==> src/design/yuv420_box_downscale_rgb565_assert.svh <==
// Assertion helpers for the downscaler; clk and rst must be in scope.
`ifndef YUV420_BOX_DOWNSCALE_RGB565_ASSERT_SVH
`define YUV420_BOX_DOWNSCALE_RGB565_ASSERT_SVH

// Same-cycle implication.
`define Y420DS_ASSERT_IMP(label, ante, cons, msg) \
  label: assert property (@(posedge clk) disable iff (rst) (ante) |-> (cons)) \
    else $error(msg);

// Next-cycle implication.
`define Y420DS_ASSERT_NEXT(label, ante, cons, msg) \
  label: assert property (@(posedge clk) disable iff (rst) (ante) |=> (cons)) \
    else $error(msg);

`endif

==> src/design/y420ds_pkg.sv <==
package y420ds_pkg;

  localparam int OUT_WIDTH  = 160;
  localparam int OUT_HEIGHT = 120;

  localparam int COL_W  = 8;
  localparam int ROW_W  = 7;
  localparam int POS_W  = 11;
  localparam int BAND_W = 3;

  localparam int LUMA_SUM_W   = 16;
  localparam int CHROMA_SUM_W = 14;
  localparam int ACC_W        = 26;

  typedef logic [1:0] ratio_t;
  localparam ratio_t RATIO_4  = 2'd0;
  localparam ratio_t RATIO_8  = 2'd1;
  localparam ratio_t RATIO_16 = 2'd2;

  // last chroma column position of a row, per ratio
  localparam logic [POS_W-1:0] POS_LAST_4  = POS_W'(OUT_WIDTH * 2 - 1);
  localparam logic [POS_W-1:0] POS_LAST_8  = POS_W'(OUT_WIDTH * 4 - 1);
  localparam logic [POS_W-1:0] POS_LAST_16 = POS_W'(OUT_WIDTH * 8 - 1);

  typedef logic signed [ACC_W-1:0] acc_t;

  localparam acc_t COEF_RV = ACC_W'(91881);
  localparam acc_t COEF_GU = ACC_W'(22554);
  localparam acc_t COEF_GV = ACC_W'(46802);
  localparam acc_t COEF_BU = ACC_W'(116130);

  typedef struct packed {
    logic [LUMA_SUM_W-1:0]   luma;
    logic [CHROMA_SUM_W-1:0] u;
    logic [CHROMA_SUM_W-1:0] v;
  } line_t;

  localparam int LINE_W = $bits(line_t);

  typedef struct packed {
    logic [ROW_W-1:0] row;
    logic [COL_W-1:0] col;
    logic             last;
  } pix_meta_t;

  typedef struct packed {
    logic [7:0] y;
    logic [7:0] u;
    logic [7:0] v;
    pix_meta_t  meta;
  } avg_t;

  function automatic logic [7:0] clamp_q16(acc_t a);
    logic [ACC_W-17:0] w;
    w = a[ACC_W-1:16];
    if (a < 0) begin
      return 8'd0;
    end else if (w > (ACC_W-16)'(255)) begin
      return 8'hFF;
    end else begin
      return w[7:0];
    end
  endfunction

  function automatic logic [15:0] pack_rgb565(logic [7:0] r, logic [7:0] g, logic [7:0] b);
    return {r[7:3], g[7:2], b[7:3]};
  endfunction

endpackage

==> src/design/y420ds_conv.sv <==
module y420ds_conv
  import y420ds_pkg::*;
(
  input  logic      clk,
  input  logic      rst,
  input  logic      in_valid,
  output logic      in_stall,
  input  avg_t      avg,
  output logic      out_valid,
  input  logic      out_stall,
  output logic [15:0] pixel,
  output pix_meta_t meta
);

  logic      a_valid;
  avg_t      a;
  logic      p_valid;
  pix_meta_t p_meta;
  acc_t      p_yq, p_rv, p_gu, p_gv, p_bu;

  logic out_free, p_free, a_free;
  logic signed [9:0] du, dv;
  acc_t r_acc, g_acc, b_acc;

  assign out_free = !out_valid || !out_stall;
  assign p_free   = !p_valid || out_free;
  assign a_free   = !a_valid || p_free;
  assign in_stall = !a_free;

  assign du = $signed({2'b00, a.u}) - 10'sd128;
  assign dv = $signed({2'b00, a.v}) - 10'sd128;

  assign r_acc = p_yq + p_rv;
  assign g_acc = p_yq - p_gu - p_gv;
  assign b_acc = p_yq + p_bu;

  always_ff @(posedge clk) begin
    if (rst) begin
      a_valid   <= 1'b0;
      p_valid   <= 1'b0;
      out_valid <= 1'b0;
    end else begin
      if (a_free) begin
        a_valid <= in_valid;
      end
      if (p_free) begin
        p_valid <= a_valid;
      end
      if (out_free) begin
        out_valid <= p_valid;
      end
    end
  end

  always_ff @(posedge clk) begin
    if (in_valid && a_free) begin
      a <= avg;
    end
    // products in Q16
    if (a_valid && p_free) begin
      p_meta <= a.meta;
      p_yq   <= acc_t'({a.y, 16'h0000});
      p_rv   <= COEF_RV * acc_t'(dv);
      p_gu   <= COEF_GU * acc_t'(du);
      p_gv   <= COEF_GV * acc_t'(dv);
      p_bu   <= COEF_BU * acc_t'(du);
    end
    if (p_valid && out_free) begin
      meta  <= p_meta;
      pixel <= pack_rgb565(clamp_q16(r_acc), clamp_q16(g_acc), clamp_q16(b_acc));
    end
  end

endmodule

==> config.mk <==
export PLATFORM = sky130hd
export DESIGN_NAME = y420ds_conv
export DESIGN_NICKNAME = d
export VERILOG_FILES = /design/src/design/yuv420_box_downscale_rgb565_assert.svh /design/src/design/y420ds_pkg.sv /design/src/design/y420ds_conv.sv
export SDC_FILE = /design/constraint.sdc
export NUM_CORES = 1
export LEC_CHECK = 0
export ABC_AREA = 1
export BUFFER_PORTS_ARGS = -buffer_cell sky130_fd_sc_hd__buf_2
export CAP_MARGIN = 20
export CORE_MARGIN = 1.5
export CORE_UTILIZATION = 45
export DETAILED_ROUTE_END_ITERATION = 12
export GPL_TIMING_DRIVEN = 0
export PLACE_DENSITY_LB_ADDON = 0.1
export RECOVER_POWER = 25
export SLEW_MARGIN = 20
export SYNTH_ARGS = -nofsm -noshare
export SYNTH_HDL_FRONTEND = slang
export SYNTH_SLANG_ARGS = --single-unit
==> constraint.sdc <==
create_clock -name clk -period 4.2 [get_ports clk]
set_clock_uncertainty 0.15 [all_clocks]
set_input_delay 0.21 -clock clk [delete_from_list [all_inputs] [get_ports clk]]
set_output_delay 0.21 -clock clk [all_outputs]
set_load 0.02 [all_outputs]
### Word-level counts from Yosys, hierarchy flattened

Index checks and enable logic that the tools add are counted.
W data, S select, Z words.

| word-level totals | value |
|---|---|
| flip-flop bits (word level) | 200 |
| bits of input ports | 44 |
| output and inout port bits | 34 |
| word-level logic and storage cells | 53 |

| operators by class | value |
|---|---|
| add/sub/neg operators | 6 |
| mux-type cells | 3 |
| $lt $le $gt $ge | 6 |
| reductions and logical operators | 11 |
| multiply operators | 4 |

Operators by type and width:

| operator | number |
|---|---|
| $lt A26 B1 Y1 const B | 3 |
| $add A25 B26 Y26 | 2 |
| $gt A10 B8 Y1 const B | 3 |
| $mul A18 B9 Y26 const A | 1 |
| $sub A25 B26 Y26 | 1 |
| $sub A26 B26 Y26 | 1 |
| $mul A16 B9 Y25 const A | 1 |
| $mul A17 B9 Y25 const A | 1 |
| $mul A15 B9 Y24 const A | 1 |
| $mux W8 | 3 |
| $sub A8 B8 Y9 const B | 2 |
| $logic_not A1 Y1 | 5 |
| $logic_and A1 B1 Y1 | 3 |
| $logic_or A1 B1 Y1 | 3 |

### Depth between registers and ports, before layout

| depth | value |
|---|---|
| word-level depth | 5 |
| depth in mapped cells | 20 |
| mapped depth without buffers | 20 |

### Worst setup path after synthesis

No wires, ideal clock.

| timing path | value |
|---|---|
| path kind | reg2reg |
| from | register a[23] in the netlist's numbering |
| to | register p_rv[21], data pin |
| setup time | 0.261 ns |
| period minus slack after synthesis | 4.549 ns |
| cell stages (with the launch flop) | 18 |
| path slack | -0.349 ns |
| arrival time | 4.138 ns |
| required time | 3.789 ns |
| path through | edfxtp_1 inv_1 ha_1 inv_1 ha_1 inv_1 fa_1 inv_1 fa_1 ha_1 ha_1 a21oi_1 o21ai_0 nand2_1 nand3_1 nand3b_1 nand2_1 xor2_1 |

| on the way | value |
|---|---|
| longest elaborated chain between the ends | 2 |

Ends and longest elaborated chain:

| element | line | source |
|---|---|---|
| start, declared | y420ds_conv.sv:16 | `avg_t a;` |
| start signal, assigned | y420ds_conv.sv:57 | `a <= avg;` |
| $sub A8 B8 Y9 | y420ds_conv.sv:31 | `assign dv = $signed({2'b00, a.v}) - 10'sd128;` |
| $mul A18 B9 Y26 | y420ds_conv.sv:63 | `p_rv <= COEF_RV * acc_t'(dv);` |
| end signal, assigned | y420ds_conv.sv:63 |  |
| end, declared | y420ds_conv.sv:19 | `acc_t p_yq, p_rv, p_gu, p_gv, p_bu;` |

No other way between the ends.
A chain may end at the register's enable or synchronous reset.

### Final worst setup path

| timing path | value |
|---|---|
| from | register a[16] in the netlist's numbering |
| to | register p_gv[18], data pin |

| on the way | value |
|---|---|
| longest elaborated chain between the ends | 2 |

Ends and longest elaborated chain:

| element | line | source |
|---|---|---|
| $sub A8 B8 Y9 | y420ds_conv.sv:31 |  |
| $mul A16 B9 Y25 | y420ds_conv.sv:65 | `p_gv <= COEF_GV * acc_t'(dv);` |
| end signal, assigned | y420ds_conv.sv:65 |  |
| end, declared | y420ds_conv.sv:19 |  |

No other way between the ends.

==> results.json <==
{
  "place_ws_ps": -1185,
  "crit_fanout": 5,
  "min_from": "out_stall",
  "synth-seq-cells": 168,
  "fin_cells": 2532,
  "ant_nets": 0,
  "die_h_um": 195.0,
  "grt_pass1_wl_um": 67680,
  "grt_overflow_total": 0,
  "start_util_pct": 45.54,
  "vias": 12790,
  "violations": "negative setup slack",
  "max-cap-violations": 0,
  "n_fill_cell": 3098,
  "place_inst": 2342,
  "relSlewSlack_pct": 61.37,
  "post-route-drc-count": 0,
  "irDropWorstVdd_uv": 347.4,
  "io_pins": 78,
  "cts-buffers-inserted": 17,
  "slew_violations": 0,
  "postLayoutCellArea_um2": 21550,
  "fin_crit_ps": 4279,
  "drive_gt1_share_pct": 25.58,
  "synthCells": 1794,
  "finalWirelength_um": 42750,
  "die_area_um2": 38030,
  "synth_async_sr_flop_share_pct": 0,
  "r2r_cells": 16,
  "finalCritPeriodShare_pct": 101.9,
  "clk_pin_slew_ps": 70,
  "hold_viol": 0,
  "synth_top_area_cell": "edfxtp_1",
  "ff2ff_setup_slack_ps": -80,
  "fin_nets": 2515,
  "status": "complete, but fails checks",
  "synthTopCellsByArea": "edfxtp_1, ha_1, fa_1",
  "drtPass1Iterations": 4,
  "worst-endpoint-required_ps": 4210,
  "grtUsageTotal_pct": 22.87,
  "cts.sinks": 168,
  "hpwlAfterDp_um": 32460,
  "fmax_mhz": 233.7,
  "hold_end": "p_valid",
  "place_congestion": 0.9009,
  "end_kind": "register",
  "synth-edff-count": 165,
  "grt_pass1_vias": 12850,
  "critical_path_class": "reg -> reg",
  "worst_pin_slew_ps": 578.2,
  "r2r-end": "p_gv[18]",
  "cts_htree_levels": 4,
  "critical_path.startpoint": "a[16]",
  "setup_viol": 15,
  "clk-insertion-delay-late_ps": 440,
  "final.setup.worst_slack_ps": -78.55,
  "ys.flop_type": "edfxtp_1",
  "place_area_um2": 18000,
  "synth_top_area_share_pct": 29.86,
  "wl_per_cell_um": 16.88,
  "antenna_found_initial": 0,
  "fp.dieW_um": 195.0,
  "cts_tree": "yes",
  "powerDensity_nw_per_um2": 616.9,
  "cts_root_buf": "clkbuf_16",
  "grt_max_degree": 64,
  "cp-start-kind": "register",
  "diodes": 0,
  "reg2reg_from": "a[16]",
  "yosys_warnings": 0,
  "vias_per_cell": 5.051,
  "syn2layout_area_growth_pct": 29.86,
  "syn_area_um2": 16590,
  "rows": 70,
  "syn-num-nets": 2258,
  "rsz0062_at_grt": "true",
  "core_area_um2": 36430,
  "clk_path_buf_depth": 2,
  "yosysSeqAreaShare_pct": 30.23,
  "port-buffer-count": 77,
  "p_leak_uw": 0.01041,
  "critical_path_arrival_ps": 4290,
  "synth_cell_types": 38,
  "hold_path_depth": 5,
  "postSynthAreaPerCell_um2": 9.248,
  "holdCritPathClass": "in -> reg",
  "first_iter_violations": 687
}
repair_timing:
| action | 4_1_cts | 5_1_grt |
|---|---|---|
| hold buffers | 43 | 0 |
| cloned | 0 | 0 |
| setup endpoints to repair | 53 | 40 |
| setup buffers | 78 | 42 |
| gates resized for setup | 160 | 182 |
| pin swaps | 67 | 126 |
| hold endpoints to repair | 43 | 0 |
sequential cells by signal (all words and copies together), names as in the netlist:
name       flops
a             40
a_valid        1
meta          16
out_valid      1
p_bu          12
p_gu          22
p_gv          18
p_meta        16
p_rv          17
p_valid        1
p_yq           8
pixel         16
critical path, stage by stage (launching register included):
cell	delay, ps
edfxtp_1	430
buf_6	170
ha_4	300
ha_4	210
fa_1	500
inv_1	50
fa_1	460
fa_1	510
inv_2	40
ha_4	240
a21oi_4	140
nand2_2	90
a21boi_4	210
o21bai_4	100
and2_4	170
o21bai_1	110
nand2_1	110
routing by layer:
layer  share of wire, %  wire length [µm]  up-vias  track usage [%]
li1                   -                 -     6361                -
met1                 48             20650     6182            32.36
met2                 47             20090      215            38.33
met3                3.2              1351       31            2.314
met4                1.5               658        0            4.364
met5                  0                 0        -                0
how the worst max path moves through the flow:
stage | end | cells past startpoint | slack [ps]
final | p_gv[18] | 16 | -80
after floorplan | p_gv[18] | 15 | -280
after global routing | p_rv[22] | 16 | -200
after CTS | p_bu[25] | 14 | -100
after detailed placement | p_gv[18] | 14 | -1180
after global placement | p_gv[18] | 14 | -1220
synthesized netlist by cell type (14+ instances only):
cell,count
nand4_1,29
nand2_1,348
ha_1,309
fa_1,111
o21ai_0,30
nor2_1,106
edfxtp_1,165
a21oi_1,95
o21bai_1,14
nor3_1,15
nand3_1,67
inv_1,368
xor2_1,54
power breakdown:
group	internal [µW]	leakage, µW	switching [µW]
Combinational	3980	0.00854	5360
Sequential	2300	0.00159	122
Clock	794	0.000286	734
Total	7070	0.0104	6220
layout by cell type, fill, tap and decap left out, types with 11 or more instances in the layout:
| master | count |
|---|---|
| a21o_1 | 12 |
| nand2_4 | 14 |
| dlygate4sd3_1 | 43 |
| nand2_2 | 50 |
| nand3_1 | 49 |
| fa_2 | 19 |
| nor2_2 | 12 |
| buf_4 | 87 |
| edfxtp_1 | 165 |
| fa_1 | 92 |
| a21oi_4 | 14 |
| ha_1 | 220 |
| nand4_1 | 29 |
| a21oi_2 | 21 |
| inv_1 | 348 |
| buf_2 | 70 |
| inv_2 | 14 |
| o21bai_1 | 13 |
| nor2_1 | 91 |
| a21oi_1 | 62 |
| buf_6 | 25 |
| nand3_2 | 18 |
| nand2_1 | 292 |
| ha_4 | 80 |
| o21ai_0 | 16 |
| clkbuf_16 | 17 |
| xnor2_1 | 11 |
| xor2_1 | 45 |
| o21ai_1 | 12 |
layout make-up:
class | count | area [µm²] | share of cell area, %
timing repair buffer | 238 | 1856 | 8.612
clock inverter | 15 | 158.9 | 0.7375
multi-input combinational | 1257 | 12100 | 56.14
tap | 468 | 585.6 | 2.718
inverter | 369 | 1410 | 6.545
clock buffer | 17 | 425.4 | 1.974
sequential | 168 | 5015 | 23.28
through the flow:
stage	hold WS (ps)	total power, µW	util [%]	TNS [ps]
finish	69.42	13290	59.13	-459.3
global route	82.11	14390	59.13	-3853
CTS	45.59	12110	56.16	-667.3
detailed placement	238.1	9369	49.40	-39460
global placement	237.1	9336	49.13	-39220
floorplan	129.1	7604	-	-2656
cells by family after synthesis:
group	after synthesis	share of synthesized area, %
buf+inv	369	8.348
compound gates	175	5.980
fa+ha+maj	420	36.70
simple gates	594	15.11
flops	168	30.23
xor+xnor	68	3.635
(Power assumes the default switching activity.)
