File: src/design/yuv420_box_downscale_rgb565_assert.svh
// Assertion helpers for the downscaler; clk and rst must be in scope.
`ifndef YUV420_BOX_DOWNSCALE_RGB565_ASSERT_SVH
`define YUV420_BOX_DOWNSCALE_RGB565_ASSERT_SVH

// Same-cycle implication.
`define Y420DS_ASSERT_IMP(label, ante, cons, msg) \
  label: assert property (@(posedge clk) disable iff (rst) (ante) |-> (cons)) \
    else $error(msg);

// Next-cycle implication.
`define Y420DS_ASSERT_NEXT(label, ante, cons, msg) \
  label: assert property (@(posedge clk) disable iff (rst) (ante) |=> (cons)) \
    else $error(msg);

`endif

File: src/design/y420ds_ram.sv
module y420ds_ram #(
  parameter int WIDTH = 8,
  parameter int DEPTH = 16
) (
  input  logic                     clk,
  input  logic                     we,
  input  logic [$clog2(DEPTH)-1:0] waddr,
  input  logic [WIDTH-1:0]         wdata,
  input  logic                     re,
  input  logic [$clog2(DEPTH)-1:0] raddr,
  output logic [WIDTH-1:0]         rdata
);

  logic [WIDTH-1:0] mem [DEPTH];

  always_ff @(posedge clk) begin
    if (we) begin
      mem[waddr] <= wdata;
    end
  end

  // read-first: a same-cycle write is not seen
  always_ff @(posedge clk) begin
    if (re) begin
      rdata <= mem[raddr];
    end
  end

endmodule

File: config.mk
export PLATFORM = sky130hd
export DESIGN_NAME = y420ds_ram
export DESIGN_NICKNAME = d
export VERILOG_FILES = /design/src/design/yuv420_box_downscale_rgb565_assert.svh /design/src/design/y420ds_ram.sv
export SDC_FILE = /design/constraint.sdc
export NUM_CORES = 1
export LEC_CHECK = 0
export ABC_AREA = 1
export BUFFER_PORTS_ARGS = -buffer_cell sky130_fd_sc_hd__buf_2
export CAP_MARGIN = 15
export CORE_UTILIZATION = 30
export CTS_CLUSTER_SIZE = 40
export DETAILED_ROUTE_END_ITERATION = 6
export SLEW_MARGIN = 10
export SYNTH_ARGS = -nofsm -noshare
export SYNTH_HDL_FRONTEND = slang
export SYNTH_SLANG_ARGS = --single-unit
File: constraint.sdc
create_clock -name clk -period 2.8 [get_ports clk]
set_input_delay 0.42 -clock clk [delete_from_list [all_inputs] [get_ports clk]]
set_output_delay 0.42 -clock clk [all_outputs]
set_load 0.1 [all_outputs]
* After elaboration in Yosys (flattened, before gate mapping)
Memory sizes are Yosys's and may differ from the RTL's. A register that Yosys moved wholly into a read port is not among the register bits.
Cells that the tools add are included.
** Operators by class
- Muxes and demuxes :: 2
** Operator list (number)
- 1-bit two-way mux :: 2
** Storage, ports and cells
- Register bits after elaboration :: 0
- Memory bits (writable) :: 128
- Output and inout bits :: 8
- Logic and storage cells :: 3
- Memories :: 1
** Memory list
- mem :: depth 16, width 8, read ports 1, clocked after memory_dff 1, wr ports 1, line y420ds_ram.sv:14 : logic [WIDTH-1:0] mem [DEPTH];

* Longest topological paths before layout
Gate-level depths: netlist (run 1).
- Word-level depth :: 2
- Mapped depth :: 8

* Least setup slack after synthesis (run 1)
Ideal clock, no wire load.
- Path kind :: input to register
- Start :: input port waddr[2]
- End :: memory mem[10][0], enable pin
- Data arrival time :: 1.001 ns
- Data required time :: 2.430 ns
- Slack :: 1.429 ns
- Stages :: 2
- Path buffers :: 0
- Path through :: nand3b_1 nor2_1
** RTL lines
- start: declaration :: line y420ds_ram.sv:7 : input logic [$clog2(DEPTH)-1:0] waddr,
- end: declaration :: line y420ds_ram.sv:14
Straight into the memory's write port.

* Worst setup path in the final report (run 1)
- Start :: register rdata[1], read port of mem
- End :: output port rdata[1]
** RTL lines
- start: declaration :: line y420ds_ram.sv:11 : output logic [WIDTH-1:0] rdata
No word-level cell between the ends.

==> impl_metrics.ini, run 1 <==
[sta]
hold_viol = 0
drv_slew = 0
period_needed_ns = 1.70
finClkSkew_ns = 0.00543
worstMarginPinSlew_ns = 0.919
layout_setup_ws_ns = 1.10
timing.hold.ws_ns = 0.370
max_freq_ghz = 0.588
setup_violations = 0
min_period_over_period = 0.608
slew_headroom = 0.385
rsz0062_at_grt = no
fin_setup_tns_ns = 0

[place]
finalWeightedCongestion = 0.786
port_buffers = 26
dp_slack_ns = 0.941
dp_hpwl_um = 8280

[power]
power_density_nw_per_um2 = 725
leakage_nw = 2.86
power_mw = 4.95
vdd_drop_max_mv = 0.385

[worst_setup_path]
arrival_ns = 1.28
cp_slowest_cell = buf_2
crit_buf_inv = 1
critPathRequiredTime_ns = 2.38
crit_chain = buf_2
path_max_fanout = 2
max_stage_delay_ns = 0.45
cp_top_family = buffers and inverters
path_class = flop to primary output
startpoint_type = flop
endpoint_kind = primary output

[cts]
cts_sinks = 136
ctsHoldBuffers = 0
cts_buffer_depth = 2
clk_pin_slew_ns = 0.06
cts_root_buffer = clkbuf_16
postCtsSetupBuffers = 0
cts_resized = 0
cts_buffers = 17
clock_latency_ns = 0.42
cts_tree = done
h-tree-depth = 4

[global_route]
grt_max_degree = 65
grt_pass1_wl_um = 20800
overflow = 0
first_global_vias = 3774
antenna_found_initial = 1
grt_use_total = 0.145

[logic_synthesis]
seq_area_frac_synth = 0.698
synthSimpleGateAreaFrac = 0.208
synth_fa_ha_area_frac = 0
syn_area_per_cell_um2 = 10.6
synth_compound_area_frac = 0
syn_inst = 551
synth.ff_latch_count = 136
synth_top_family_by_area = simple AND/OR/NAND/NOR gates
syn_nets = 570
yosysWarnings = 0
synthMuxAreaShare = 0
synth.distinct_cells = 11
synthesis.area_um2 = 5850
synth_xor_area_frac = 0

[finish]
drive_above_1_share = 0.108
syn_to_final_growth_pct = 16.6
fin_nets = 597

[worst_hold_path]
min_path_type = input pin to flop

[routing]
dr.first_iter.drc_count = 260
dr.pass1.iters = 5
viasPerCell = 4.42
route.detailed.drc = 0
drt_wl_total_um = 13300
vias = 3764
routedWlPerCell_um = 15.6
drt.antenna.violating_nets = 0

[floorplanning]
design.die.area_um2 = 20100
start_util = 0.309
io_pins = 27
die_w_um = 142
die_y_um = 142
row_count = 50
core-area_um2 = 18900

[run_status]
status = finished, final reports clean

[flow_run]
drv_cap = 0
-- routing by layer --
layer	wire [um]	vias up	global-route usage
li1	-	1836	-
met2	6070	135	0.227
met4	185	0	0.0509
met5	0	-	0
met3	1060	16	0.0520
met1	6010	1777	0.186
-- cell usage after synthesis --
library cell	instances	area, um^2
nand2_1	173	649
edfxtp_1	136	4080
inv_1	100	375
nand3_1	97	485
nor2_1	17	63.8
buf_2	13	65.1
buf_6	6	67.6
buf_4	4	30.0
inv_2	2	7.51
nand3b_1	2	15.0
buf_1	1	3.75
-- path summary, 6_finish.rpt --
check                      startpoint  cells past startpoint            endpoint  slack (ns)
setup / recovery   rdata[1]$_DFFE_PP_                      1            rdata[1]        1.10
setup reg to reg  mem[4][4]$_DFFE_PP_                      6  rdata[4]$_DFFE_PP_        1.65
hold / removal                     re                      1  rdata[5]$_DFFE_PP_        0.37
hold reg to reg   mem[8][7]$_DFFE_PP_                      6  rdata[7]$_DFFE_PP_        0.79
-- stage by stage --
stage / utilization / std cells / instance area [um^2]
3_5_place_dp: 0.328 / 819 / 6210
6_report: 0.361 / 852 / 6820
4_1_cts: 0.361 / 851 / 6820
3_3_place_gp: 0.328 / 819 / 6210
2_1_floorplan: - / 551 / 5850
5_1_grt: 0.361 / 851 / 6820
-- layout make-up --
type / instances / area, um^2
sequential: 136 / 4080
clock inverter: 15 / 184
clock buffer: 17 / 425
tap: 260 / 325
antenna: 1 / 2.50
fill: 1893 / 12100
timing repair buffer: 32 / 200
inverter: 102 / 383
multi-input combinational: 289 / 1210
-- cells by family after synthesis --
kind of cell,Yosys count
buffers and inverters,126
DFF,136
and+or+nand+nor,289
-- state kept, by name, indices dropped and copies added, names as in the netlist --
| name | cells |
|---|---|
| mem | 128 |
| rdata | 8 |
-- power by group --
part / switching (mW) / internal [mW] / leakage, nW
clock: 0.822 / 1.47 / 0.293
sequential: 0.0124 / 2.29 / 1.24
combinational: 0.268 / 0.0753 / 1.33
-- placed cells by master, fill, tap and decap left out --
master	synthesis	routed
clkinv_2	0	5
inv_2	2	2
diode_2	0	1
buf_12	0	2
clkinvlp_4	0	3
bufinv_16	0	4
nand2_1	173	173
inv_1	100	100
nand3_1	97	97
nand3b_1	2	2
edfxtp_1	136	136
clkinv_1	0	2
clkbuf_16	0	17
nor2_1	17	17
clkinv_4	0	1
buf_2	13	26
buf_4	4	4
(Power assumes the default switching activity.)
==> inputs of run 2 (changes only) <==
==> constraint.sdc (replaced) <==
create_clock -name clk -period 1.7 [get_ports clk]
set_input_delay 0.255 -clock clk [delete_from_list [all_inputs] [get_ports clk]]
set_output_delay 0.255 -clock clk [all_outputs]
set_load 0.1 [all_outputs]
==> run 2 against run 1 <==
Against the previous run:
- critical path depth unchanged
- sequential power is 65% higher
- via count is 0.35% lower
- total power is 60% higher
- count of clock-buffer cells in the layout is 2 higher
- combinational power rose by 63%
- utilization up 0.54 points
- cell count rose by 1.9%
- register-to-register slack worse by 1.1 ns
- critical path type unchanged
==> impl_metrics.ini, run 2 (synthesis results as in run 1) <==
[finish]
layout_commonest_cell = nand2_1
final_cell_area_um2 = 6920
mostFrequentLayoutCells = nand2_1 (173), edfxtp_1 (136), inv_1 (100), nand3_1 (97), buf_2 (26)
fin_nets = 615
syn_to_final_growth_pct = 18.4
fillCellCount = 1918
largest_register_ffs = 128
num_antenna_cells = 0
drive_above_1_share = 0.127
largestRegisters = mem x128, rdata x8
layout.cells.non_filler = 868
regMostFlops = mem

[worst_setup_path]
crit_buf_inv = 1
startpoint_type = flop
max_stage_delay_ns = 0.46
arrival_ns = 1.29
path_max_fanout = 1
cp_top_family = buffers and inverters
path_class = flop to primary output
critPathRequiredTime_ns = 1.44
endpoint_kind = primary output
cp_slowest_cell = buf_2
crit_chain = buf_2

[sta]
slew_headroom = 0.600
finClkSkew_ns = 0.00916
max_freq_ghz = 0.648
drv_slew = 0
layout_setup_ws_ns = 0.158
worstMarginPinSlew_ns = 0.599
rsz0062_at_grt = no
fin_setup_tns_ns = 0
period_needed_ns = 1.54
min_period_over_period = 0.907
setup_violations = 0
hold_viol = 0

[routing]
routedWlPerCell_um = 14.4
viasPerCell = 4.32
drt.antenna.violating_nets = 0
dr.pass1.iters = 5
wl_met2_um = 5670
routed.top_layer = met4
vias = 3751
dr.first_iter.drc_count = 289
wl_met3_um = 567
drt_wl_total_um = 12500
route.detailed.drc = 0
met1Wirelength_um = 6120

[cts]
cts_root_buffer = clkbuf_16
cts_buffers = 17
clk_pin_slew_ns = 0.06
clock_latency_ns = 0.42
postCtsSetupBuffers = 0
cts_sinks = 136
cts_buffer_depth = 2
cts_resized = 0
h-tree-depth = 4
cts_tree = done
ctsHoldBuffers = 0

[global_route]
antenna_found_initial = 0
first_global_vias = 3740
grt_use_total = 0.138
grt_pass1_wl_um = 20200
grt_max_degree = 54
overflow = 0

[floorplanning]
io_pins = 27
row_count = 50
design.die.area_um2 = 20100
die_y_um = 142
die_w_um = 142
start_util = 0.309
core-area_um2 = 18900

[place]
finalWeightedCongestion = 0.794
dp_hpwl_um = 7940
port_buffers = 26
dp_slack_ns = 0.147
dp_cells = 837
place_area_um2 = 6350

[worst_hold_path]
min_path_type = input pin to flop

[power]
p_int_mw = 6.18
pwr-share-seq = 0.480
power_density_nw_per_um2 = 1150
p_comb_frac = 0.071
leakage_nw = 2.95
p_sw_mw = 1.74
vdd_drop_max_mv = 0.702
swShare = 0.220
clkPwrFrac = 0.450

[flow_run]
drv_cap = 0

[run_status]
status = finished, final reports clean
## run 2: cell count changes in the layout (fill, tap and decap cells not counted), sizes merged
cell / change
clkinvlp: -3
diode: -1
bufinv: -1
clkbuf: +2
buf: +18
clkinv: +1
## run 2: power groups by stage
stage / combinational [mW] / clock (mW) / sequential (mW)
after floorplan: 0.265 / 0 / 3.98
after global placement: 0.564 / 0 / 3.87
after detailed placement: 0.566 / 0 / 3.87
after CTS: 0.568 / 3.61 / 3.80
after global routing: 0.622 / 3.75 / 3.81
final: 0.562 / 3.56 / 3.80
## run 2: cell type report
type / instances / area [um^2] / area share
well taps: 260 / 325 / 0.0470
flip-flops and latches: 136 / 4080 / 0.590
multi-input cells: 289 / 1210 / 0.175
repair buffers: 50 / 348 / 0.0503
clock buffers: 19 / 433 / 0.0626
inverters: 102 / 383 / 0.0553
clock inverters: 12 / 134 / 0.0193
## run 2: worst paths after layout
| check | slack, ns | cells after the start | end | start |
|---|---|---|---|---|
| worst max-delay path | 0.16 | 1 | rdata[0] | rdata[0]$_DFFE_PP_ |
| worst min-delay path | 0.21 | 1 | rdata[2]$_DFFE_PP_ | re |
| worst max register to register | 0.58 | 6 | rdata[6]$_DFFE_PP_ | mem[7][6]$_DFFE_PP_ |
| worst min register to register | 0.75 | 6 | rdata[0]$_DFFE_PP_ | mem[10][0]$_DFFE_PP_ |
## run 2: metal layers
layer / vias up / track usage
met1: 1782 / 0.185
met5: - / 0
li1: 1873 / -
met3: 15 / 0.0364
met2: 81 / 0.213
met4: 0 / 0.0526
## run 2: through the flow
stage                     power (mW)  utilization  hold WS, ns
final                           7.93        0.366        0.209
after global routing            8.18        0.366        0.196
after CTS                       7.98        0.366        0.193
after detailed placement        4.44        0.336        0.635
after global placement          4.43        0.336        0.634
after floorplan                 4.25            -        0.354
==> inputs of run 3 (changes only) <==
--- a/config.mk
+++ b/config.mk
@@ -6,7 +6,7 @@
 export NUM_CORES = 1
 export LEC_CHECK = 0
 export ABC_AREA = 1
-export BUFFER_PORTS_ARGS = -buffer_cell sky130_fd_sc_hd__buf_2
+export BUFFER_PORTS_ARGS = -buffer_cell sky130_fd_sc_hd__clkbuf_2
 export CAP_MARGIN = 15
 export CORE_UTILIZATION = 30
 export CTS_CLUSTER_SIZE = 40
==> run 3 against run 2 <==
Against the previous run:
- wire length increased by 7.5%
- critical path depth unchanged
- non-clock buffer count decreased by 2
- setup slack got worse by 0.059 ns
- die area unchanged
- clock power increased by 3%
- sequential share of layout area about the same
- largest cell class unchanged
- highest routed layer unchanged
==> impl_metrics.ini, run 3 (synthesis results as in run 1) <==
[worst_setup_path]
path_max_fanout = 1
arrival_ns = 1.35
r2r_slack_ns = 0.58
path_class = flop to primary output
startpoint_type = flop
r2r_end = rdata[6]$_DFFE_PP_
cp_slowest_cell = clkbuf_2
ff2ff_path_depth = 6
crit_buf_inv = 1
endpoint_kind = primary output
cp_top_family = buffers and inverters
critPathRequiredTime_ns = 1.44
crit_chain = clkbuf_2
max_stage_delay_ns = 0.50
startpoint = rdata[4]$_DFFE_PP_
r2r-start = mem[7][6]$_DFFE_PP_

[cts]
cts_buffers = 17
cts_tree = done
ctsHoldBuffers = 0
clk_pin_slew_ns = 0.06
postCtsSetupBuffers = 0
cts_resized = 0
cts_root_buffer = clkbuf_16
cts_buffer_depth = 2
h-tree-depth = 4
clock_latency_ns = 0.42
cts_sinks = 136

[finish]
largest_register_ffs = 128
syn_to_final_growth_pct = 18.4
num_antenna_cells = 0
fillCellCount = 1876
drive_above_1_share = 0.130
largestRegisters = mem x128, rdata x8
mostFrequentLayoutCells = nand2_1 (173), edfxtp_1 (136), inv_1 (100), nand3_1 (97), clkbuf_2 (26)
regMostFlops = mem
fin_nets = 613
layout_commonest_cell = nand2_1
multiInputGateArea_um2 = 1210
final_cell_area_um2 = 6930
final-seq-area_um2 = 4080

[sta]
rsz0062_at_grt = no
setup_violations = 0
finClkSkew_ns = 0.00907
max_freq_ghz = 0.625
slew_headroom = 0.570
drv_slew = 0
hold_viol = 0
layout_setup_ws_ns = 0.0988
worstMarginPinSlew_ns = 0.644
min_period_over_period = 0.942
fin_setup_tns_ns = 0
period_needed_ns = 1.60

[power]
p_comb_frac = 0.070
clkPwrFrac = 0.456
p_sw_mw = 1.83
vdd_drop_max_mv = 0.839
power_density_nw_per_um2 = 1160
swShare = 0.228
leakage_nw = 2.94
pwr-share-seq = 0.474
p_int_mw = 6.20

[place]
dp_slack_ns = 0.220
place_area_um2 = 6340
finalWeightedCongestion = 0.816
dp_hpwl_um = 8170
port_buffers = 26

[routing]
vias = 3814
routedWlPerCell_um = 15.5
drt.antenna.violating_nets = 0
dr.first_iter.drc_count = 432
route.detailed.drc = 0
drt_wl_total_um = 13500
dr.pass1.iters = 4
viasPerCell = 4.40

[floorplanning]
design.die.area_um2 = 20100
die_w_um = 142
core-area_um2 = 18900
io_pins = 27
die_y_um = 142
start_util = 0.309
row_count = 50

[global_route]
grt_max_degree = 65
first_global_vias = 3831
antenna_found_initial = 0
grt_use_total = 0.147
grt_pass1_wl_um = 21400
overflow = 0

[flow_run]
drv_cap = 0

[worst_hold_path]
worstHoldStart = re
holdPathStages = 1
min_path_type = input pin to flop
min_to = rdata[2]$_DFFE_PP_

[run_status]
status = finished, final reports clean
[run 3: changes by cell type in the layout (fill, tap and decap cells not counted), sizes merged]
cell and delta:
buf -28, clkbuf +25, clkinv -1, clkinvlp +3
[run 3: final cells by class]
class	instances	area share
Sequential cell	136	0.590
Multi-Input combinational cell	289	0.175
Clock buffer	18	0.0620
Inverter	102	0.0553
Timing Repair Buffer	48	0.0481
Tap cell	260	0.0470
Clock inverter	14	0.0228
[run 3: metrics by stage]
step                utilization  cells  total power, mW  hold WS [ns]
floorplan                     -    551             4.25         0.354
global placement          0.335    835             4.44         0.718
detailed placement        0.335    835             4.44         0.712
CTS                       0.367    867             8.08         0.277
global route              0.367    867             8.27         0.291
finish                    0.367    867             8.03         0.286
[run 3: layer usage]
metal | track usage | vias up | share of wire
met5 | 0 | - | 0
met4 | 0.0600 | 0 | 0.014
met3 | 0.0304 | 17 | 0.051
met2 | 0.227 | 134 | 0.45
met1 | 0.201 | 1795 | 0.48
li1 | - | 1868 | -
[run 3: worst max-delay path by stage]
stage | endpoint | slack [ns] | cells after the start
after floorplan | mem[10][0]$_DFFE_PP_ | 0.49 | 2
after global placement | rdata[6]$_DFFE_PP_ | 0.23 | 7
after detailed placement | rdata[6]$_DFFE_PP_ | 0.22 | 7
after CTS | rdata[4] | 0.10 | 1
after global routing | rdata[4] | 0.1 | 1
final | rdata[4] | 0.1 | 1
[run 3: power groups by stage]
stage / clock network [mW] / registers (mW) / logic, mW
floorplan: 0 / 3.98 / 0.265
global placement: 0 / 3.87 / 0.565
detailed placement: 0 / 3.87 / 0.569
CTS: 3.71 / 3.80 / 0.571
global route: 3.84 / 3.81 / 0.622
finish: 3.66 / 3.80 / 0.565
